### src/rtl/core/hsbrgb_pkg.sv
`timescale 1ns / 1ps
package hsbrgb_pkg;

  localparam int unsigned CHAN_W         = 8;
  localparam int unsigned LEVEL_BITS_DEF = 4;
  localparam int unsigned PIPE_LATENCY   = 5;

  // colour sector taken from the top bits of hue * 6
  typedef enum logic [2:0] {
    SEC_RED_YEL = 3'd0,
    SEC_YEL_GRN = 3'd1,
    SEC_GRN_CYN = 3'd2,
    SEC_CYN_BLU = 3'd3,
    SEC_BLU_MAG = 3'd4,
    SEC_MAG_RED = 3'd5
  } sec_t;

  typedef struct packed {
    logic valid;
    logic gray;
    sec_t sector;
  } ctl_t;

  typedef logic [CHAN_W-1:0] chan_t;

endpackage

### src/rtl/core/hsb_to_rgb_pwm_levels_core.sv
// hsb to rgb drive level converter
//
// input channel: a colour beat (in_hue, in_saturation, in_brightness) is taken
// at each rising edge where start is high and busy is low. busy is low at all
// times except while rst_n is asserted, so one beat can enter every cycle.
// output channel: out_valid pulses for one cycle with the red, green and blue
// levels of one beat; the receiver takes every result and cannot stall.
// results leave in the order the beats entered, one result per beat.
// the result passes through five register stages: input capture, sector split,
// first multiply rank, second multiply rank, channel select into the output.
// throughput: one beat per cycle, sustained.
// reset: synchronous, active low; clears all valid bits so no result comes out
// for beats that were in flight. there is no other state.
`timescale 1ns / 1ps
module hsb_to_rgb_pwm_levels_core
  import hsbrgb_pkg::*;
#(
  parameter int unsigned LEVEL_BITS = LEVEL_BITS_DEF
) (
  input  logic                  clk,
  input  logic                  rst_n,
  input  logic                  start,
  output logic                  busy,
  input  logic [7:0]            in_hue,
  input  logic [7:0]            in_saturation,
  input  logic [7:0]            in_brightness,
  output logic                  out_valid,
  output logic [LEVEL_BITS-1:0] out_red_level,
  output logic [LEVEL_BITS-1:0] out_green_level,
  output logic [LEVEL_BITS-1:0] out_blue_level
);

  logic  accept;
  ctl_t  front_ctl;
  chan_t front_off;
  chan_t front_sat;
  chan_t front_val;
  ctl_t  scale_ctl;
  chan_t scale_p;
  chan_t scale_q;
  chan_t scale_t;
  chan_t scale_val;

  assign busy   = ~rst_n;
  assign accept = start & ~busy;

  hsbrgb_front u_front (
    .clk        (clk),
    .rst_n      (rst_n),
    .accept     (accept),
    .hue        (in_hue),
    .saturation (in_saturation),
    .brightness (in_brightness),
    .ctl_o      (front_ctl),
    .off_o      (front_off),
    .sat_o      (front_sat),
    .val_o      (front_val)
  );

  hsbrgb_scale u_scale (
    .clk   (clk),
    .rst_n (rst_n),
    .ctl_i (front_ctl),
    .off_i (front_off),
    .sat_i (front_sat),
    .val_i (front_val),
    .ctl_o (scale_ctl),
    .p_o   (scale_p),
    .q_o   (scale_q),
    .t_o   (scale_t),
    .val_o (scale_val)
  );

  hsbrgb_mix #(
    .LEVEL_BITS (LEVEL_BITS)
  ) u_mix (
    .clk     (clk),
    .rst_n   (rst_n),
    .ctl_i   (scale_ctl),
    .p_i     (scale_p),
    .q_i     (scale_q),
    .t_i     (scale_t),
    .val_i   (scale_val),
    .valid_o (out_valid),
    .red_o   (out_red_level),
    .green_o (out_green_level),
    .blue_o  (out_blue_level)
  );

endmodule

### src/rtl/core/hsbrgb_front.sv
`timescale 1ns / 1ps
module hsbrgb_front
  import hsbrgb_pkg::*;
(
  input  logic  clk,
  input  logic  rst_n,
  input  logic  accept,
  input  chan_t hue,
  input  chan_t saturation,
  input  chan_t brightness,
  output ctl_t  ctl_o,
  output chan_t off_o,
  output chan_t sat_o,
  output chan_t val_o
);

  logic  valid1_r;
  chan_t hue1_r;
  chan_t sat1_r;
  chan_t val1_r;

  logic [CHAN_W+2:0] scaled;
  ctl_t              ctl_nxt;
  ctl_t              ctl_r;
  chan_t             off_r;
  chan_t             sat2_r;
  chan_t             val2_r;

  // hue * 6 as (hue << 2) + (hue << 1)
  always_comb begin
    scaled = {1'b0, hue1_r, 2'b00} + {2'b00, hue1_r, 1'b0};
    ctl_nxt.valid  = valid1_r;
    ctl_nxt.gray   = (sat1_r == '0);
    ctl_nxt.sector = sec_t'(scaled[CHAN_W+2:CHAN_W]);
  end

  always_ff @(posedge clk) begin
    if (!rst_n) begin
      valid1_r    <= 1'b0;
      ctl_r.valid <= 1'b0;
    end else begin
      valid1_r    <= accept;
      ctl_r.valid <= ctl_nxt.valid;
    end
    hue1_r       <= hue;
    sat1_r       <= saturation;
    val1_r       <= brightness;
    ctl_r.gray   <= ctl_nxt.gray;
    ctl_r.sector <= ctl_nxt.sector;
    off_r        <= scaled[CHAN_W-1:0];
    sat2_r       <= sat1_r;
    val2_r       <= val1_r;
  end

  assign ctl_o = ctl_r;
  assign off_o = off_r;
  assign sat_o = sat2_r;
  assign val_o = val2_r;

endmodule

### src/rtl/core/hsbrgb_scale.sv
`timescale 1ns / 1ps
module hsbrgb_scale
  import hsbrgb_pkg::*;
(
  input  logic  clk,
  input  logic  rst_n,
  input  ctl_t  ctl_i,
  input  chan_t off_i,
  input  chan_t sat_i,
  input  chan_t val_i,
  output ctl_t  ctl_o,
  output chan_t p_o,
  output chan_t q_o,
  output chan_t t_o,
  output chan_t val_o
);

  localparam chan_t       FULL   = '1;
  localparam int unsigned PROD_W = 2*CHAN_W;

  logic [2*CHAN_W-1:0] p_prod;
  logic [2*CHAN_W-1:0] qk_prod;
  logic [2*CHAN_W-1:0] tk_prod;
  logic [2*CHAN_W-1:0] q_prod;
  logic [2*CHAN_W-1:0] t_prod;

  ctl_t  ctl3_r;
  chan_t p3_r;
  chan_t qk3_r;
  chan_t tk3_r;
  chan_t val3_r;

  ctl_t  ctl4_r;
  chan_t p4_r;
  chan_t q4_r;
  chan_t t4_r;
  chan_t val4_r;

  // first rank: p and the saturation terms of q and t
  always_comb begin
    p_prod  = PROD_W'(val_i) * PROD_W'(FULL - sat_i);
    qk_prod = PROD_W'(sat_i) * PROD_W'(off_i);
    tk_prod = PROD_W'(sat_i) * PROD_W'(FULL - off_i);
  end

  // second rank: brightness scaling of q and t
  always_comb begin
    q_prod = PROD_W'(val3_r) * PROD_W'(FULL - qk3_r);
    t_prod = PROD_W'(val3_r) * PROD_W'(FULL - tk3_r);
  end

  always_ff @(posedge clk) begin
    if (!rst_n) begin
      ctl3_r.valid <= 1'b0;
      ctl4_r.valid <= 1'b0;
    end else begin
      ctl3_r.valid <= ctl_i.valid;
      ctl4_r.valid <= ctl3_r.valid;
    end
    ctl3_r.gray   <= ctl_i.gray;
    ctl3_r.sector <= ctl_i.sector;
    p3_r          <= p_prod[2*CHAN_W-1:CHAN_W];
    qk3_r         <= qk_prod[2*CHAN_W-1:CHAN_W];
    tk3_r         <= tk_prod[2*CHAN_W-1:CHAN_W];
    val3_r        <= val_i;
    ctl4_r.gray   <= ctl3_r.gray;
    ctl4_r.sector <= ctl3_r.sector;
    p4_r          <= p3_r;
    q4_r          <= q_prod[2*CHAN_W-1:CHAN_W];
    t4_r          <= t_prod[2*CHAN_W-1:CHAN_W];
    val4_r        <= val3_r;
  end

  assign ctl_o = ctl4_r;
  assign p_o   = p4_r;
  assign q_o   = q4_r;
  assign t_o   = t4_r;
  assign val_o = val4_r;

endmodule

### src/rtl/core/hsbrgb_mix.sv
`timescale 1ns / 1ps
module hsbrgb_mix
  import hsbrgb_pkg::*;
#(
  parameter int unsigned LEVEL_BITS = LEVEL_BITS_DEF
) (
  input  logic                  clk,
  input  logic                  rst_n,
  input  ctl_t                  ctl_i,
  input  chan_t                 p_i,
  input  chan_t                 q_i,
  input  chan_t                 t_i,
  input  chan_t                 val_i,
  output logic                  valid_o,
  output logic [LEVEL_BITS-1:0] red_o,
  output logic [LEVEL_BITS-1:0] green_o,
  output logic [LEVEL_BITS-1:0] blue_o
);

  chan_t red;
  chan_t green;
  chan_t blue;

  logic                  valid_r;
  logic [LEVEL_BITS-1:0] red_r;
  logic [LEVEL_BITS-1:0] green_r;
  logic [LEVEL_BITS-1:0] blue_r;

  always_comb begin
    red   = val_i;
    green = val_i;
    blue  = val_i;
    if (!ctl_i.gray) begin
      unique case (ctl_i.sector)
        SEC_RED_YEL: begin
          red = val_i; green = t_i;   blue = p_i;
        end
        SEC_YEL_GRN: begin
          red = q_i;   green = val_i; blue = p_i;
        end
        SEC_GRN_CYN: begin
          red = p_i;   green = val_i; blue = t_i;
        end
        SEC_CYN_BLU: begin
          red = p_i;   green = q_i;   blue = val_i;
        end
        SEC_BLU_MAG: begin
          red = t_i;   green = p_i;   blue = val_i;
        end
        default: begin
          red = val_i; green = p_i;   blue = q_i;
        end
      endcase
    end
  end

  always_ff @(posedge clk) begin
    if (!rst_n) begin
      valid_r <= 1'b0;
    end else begin
      valid_r <= ctl_i.valid;
    end
  end

  // keep the top bits of each channel
  always_ff @(posedge clk) begin
    red_r   <= red[CHAN_W-1 -: LEVEL_BITS];
    green_r <= green[CHAN_W-1 -: LEVEL_BITS];
    blue_r  <= blue[CHAN_W-1 -: LEVEL_BITS];
  end

  assign valid_o = valid_r;
  assign red_o   = red_r;
  assign green_o = green_r;
  assign blue_o  = blue_r;

endmodule

### config.mk
export PLATFORM = sky130hd
export DESIGN_NAME = hsb_to_rgb_pwm_levels_core
export DESIGN_NICKNAME = d
export VERILOG_FILES = /design/src/rtl/core/hsbrgb_pkg.sv /design/src/rtl/core/hsb_to_rgb_pwm_levels_core.sv /design/src/rtl/core/hsbrgb_front.sv /design/src/rtl/core/hsbrgb_scale.sv /design/src/rtl/core/hsbrgb_mix.sv
export SDC_FILE = /design/constraint.sdc
export NUM_CORES = 1
export LEC_CHECK = 0
export ABC_AREA = 1
export BUFFER_PORTS_ARGS = -buffer_cell sky130_fd_sc_hd__buf_2
export CAP_MARGIN = 20
export CELL_PAD_IN_SITES_DETAIL_PLACEMENT = 1
export CELL_PAD_IN_SITES_GLOBAL_PLACEMENT = 2
export CORE_AREA = 5 5 240 148
export CTS_BUF_LIST = sky130_fd_sc_hd__clkbuf_8
export CTS_CLUSTER_SIZE = 25
export DETAILED_ROUTE_END_ITERATION = 7
export DIE_AREA = 0 0 245 153
export HOLD_SLACK_MARGIN = 0.03
export PLACE_DENSITY_LB_ADDON = 0.1
export REMOVE_ABC_BUFFERS = 1
export SYNTH_ARGS = -nofsm -noshare
export SYNTH_HDL_FRONTEND = slang
export SYNTH_SLANG_ARGS = --single-unit
### constraint.sdc
create_clock -name clk -period 5.63 [get_ports clk]
set_input_delay 0.8445 -clock clk [delete_from_list [all_inputs] [get_ports clk]]
set_output_delay 0.8445 -clock clk [all_outputs]
set_load 0.03 [all_outputs]
==> metrics.md <==
| Metric | Value |
|---|---|
| Die Width | `245 um` |
| Most frequent cells in the layout | `inv_1, nand2_1, nor2_1, ha_1, fa_1` |
| # hold bufs at CTS | `0` |
| Die span in y | `153 um` |
| CTS clock-pin slew for the worst setup and hold paths | `0.07 ns` |
| First drt pass iteration count | `5` |
| DRT Wirelength | `37.8 mm` |
| Starting Density | `39.4%` |
| Vias per inst | `4.96` |
| Total gr overflow | `0` |
| Hold Path Class | `reg2reg` |
| Slew HR | `49.0%` |
| Synthesized area per cell | `7.83 um2` |
| Bufs and invs on worst path | `3` |
| Synth Area in XOR/XNOR | `1.01%` |
| Max incr delay on CP | `0.62 ns` |
| Post-Synthesis Cells | `1667` |
| DRC | `0` |
| DP HPWL | `32.1 mm` |
| Largest family of logic cells by synthesized area | `adder cells` |
| Post-cts resize count | `0` |
| Uppermost layer routed | `met4` |
| Antenna-violating nets left | `0` |
| Max Root-Sink Buffers | `2` |
| Worst-skew pair later-pin latency | `0.47 ns` |
| M1 WL | `20.7 mm` |
| DP Worst Slack | `1.20 ns` |
| CP cell instances | `inv_1, nor2_1, fa_1, fa_1, fa_1, inv_1, fa_1, inv_1, ha_1, a21oi_1, o21ai_0, a21oi_1, nand2_1, nand2_1, nand2_1` |
| Final Hold Vio Count | `0` |
| Area Growth Syn to Fin | `8.16%` |
| Core region area | `0.0332 mm2` |
| Period utilisation layout | `79.0%` |
| CP delay by family, top | `adder cells` |
| Global-route wire length before repair | `62.7 mm` |
| N_diodes | `0` |
| Post-synthesis sequential element count | `120` |
| # port buffers | `40` |
| Cell Rows | `52` |
| Share of cells above drive strength 1 | `6.46%` |
| CP max FO | `9` |
| Num ports | `41` |
| Total clock buffers created by CTS | `17` |
| Simple-gate area share of the yosys netlist | `20.5%` |
| Routability Congestion | `0.827` |
| Compound-Gate Fraction of Synth Area | `5.47%` |
| Initial antenna violation count | `0` |
| Adder-Cell Fraction of Synth Area | `42.8%` |
| Sequential fraction of the synthesis area | `18.4%` |
| Crit path time final | `4.45 ns` |
| CTS root buf | `clkbuf_8` |
| Clk_skew | `0.0159 ns` |
| # clock sinks | `120` |
| Startpoint Class | `flip-flop` |
| Met2 WL | `14.7 mm` |
| Post-Syn Area | `0.0131 mm2` |
| Slew Viols, Final | `0` |
| DR WL met3 | `1.92 mm` |
| Most common cell after layout, fill and taps aside | `inv_1` |
| Number of DRC markers in iteration 0 | `614` |
| Die area | `0.0375 mm2` |
| Synth cell types | `40` |
| CP dominant cell by count | `fa_1` |
| Setup TNS | `0 ns` |
| Yosys warnings | `0` |
| H-tree levels | `4` |
| Post-CTS setup buffers | `0` |
| Crit path DAT | `4.81 ns` |
| Critical Path Slowest Stage Cell | `dfxtp_1` |
| Tot GR Track Use | `21.0%` |
| Worst path required time | `5.99 ns` |
| R2R setup slack | `1.18 ns` |
| CTS tree | `yes` |
| DR vias | `10.7k` |
| Largest net degree at the start of global routing | `17` |
| Outcome | `complete, no violations` |
| Fin nets | `2078` |
| Drt wl/cell | `17.6 um` |
| Max cap viols | `0` |
| Final core utilization | `42.6%` |
| Setup CP Type | `reg2reg` |
| PnR worst setup slack | `1.18 ns` |
| Worst-margin pin slew | `0.764 ns` |
| FMAX | `225 MHz` |
| RSZ-0062 raised after global routing | `false` |
| # setup viols final | `0` |
| Number of global-route vias before repair | `11.5k` |
| Post-synthesis mux area share | `0%` |
| Crit path capture type | `flip-flop` |
==> stage by stage <==
step,instances,hold slack [ns],instance area [um2]
6_report,2149,0.325,14100
4_1_cts,2149,0.329,14100
3_5_place_dp,2119,0.313,13800
2_1_floorplan,1630,0.310,12900
3_3_place_gp,2119,0.312,13800
5_1_grt,2149,0.335,14100
==> routing by layer <==
layer | vias to the layer above | global-route usage, %
li1 | 5140 | -
met1 | 5292 | 33.8
met5 | - | 0
met3 | 22 | 3.70
met2 | 199 | 29.8
met4 | 0 | 3.20
==> synthesized netlist by cell type (all sizes together) <==
cell	count	area share, %
nor3	13	0.57
nor2	241	7.0
xnor2	7	0.47
or2	8	0.38
o21ai	39	1.6
and2	2	0.096
o211ai	6	0.34
o221ai	1	0.067
a21o	8	0.46
nand2	309	9.1
nor3b	1	0.058
inv	366	11
clkinv	2	0.058
nor4	8	0.38
a21boi	1	0.058
clkbuf	36	1.0
ha	175	17
dfxtp	120	18
fa	170	26
a31oi	2	0.096
nand3	57	2.2
o21a	2	0.11
a21oi	68	2.6
buf	1	0.086
o21bai	2	0.11
nand3b	4	0.23
nand4	10	0.48
xor2	8	0.54
==> state kept, by name (all words and copies together) (netlist names), 5 cells and up <==
register / count
u_front.sat1_r: 8
u_scale.ctl_o: 5
u_scale.ctl3_r: 5
u_scale.qk3_r: 8
u_front.val1_r: 8
u_front.ctl_o: 5
u_front.sat_o: 8
u_front.off_o: 7
u_front.val_o: 8
u_front.hue1_r: 8
u_scale.val3_r: 8
u_scale.tk3_r: 8
==> logic make-up after synthesis <==
kind of cell	Yosys count
simple gates	653
buf+inv	405
fa+ha+maj	345
compound gates	129
flops	120
xor+xnor	15
==> path summary, 6_finish.rpt <==
check	from	to	cells after the start
max reg2reg	u_front.sat_o[2]	u_scale.tk3_r[7]	15
max	u_front.sat_o[2]	u_scale.tk3_r[7]	15
min	u_scale.ctl3_r[0]	u_scale.ctl_o[0]	0
min reg2reg	u_scale.ctl3_r[0]	u_scale.ctl_o[0]	0
==> area by class of cell <==
class,count,area [um2]
Sequential cell,120,2400
Clock inverter,13,111
Timing Repair Buffer,57,328
Clock buffer,17,234
Multi-Input combinational cell,1142,9120
Tap cell,432,541
Inverter,368,1390
Fill cell,4113,19100
Power is not shown: default switching activity piles up to over one toggle a cycle in this logic, so the estimate is an artifact.
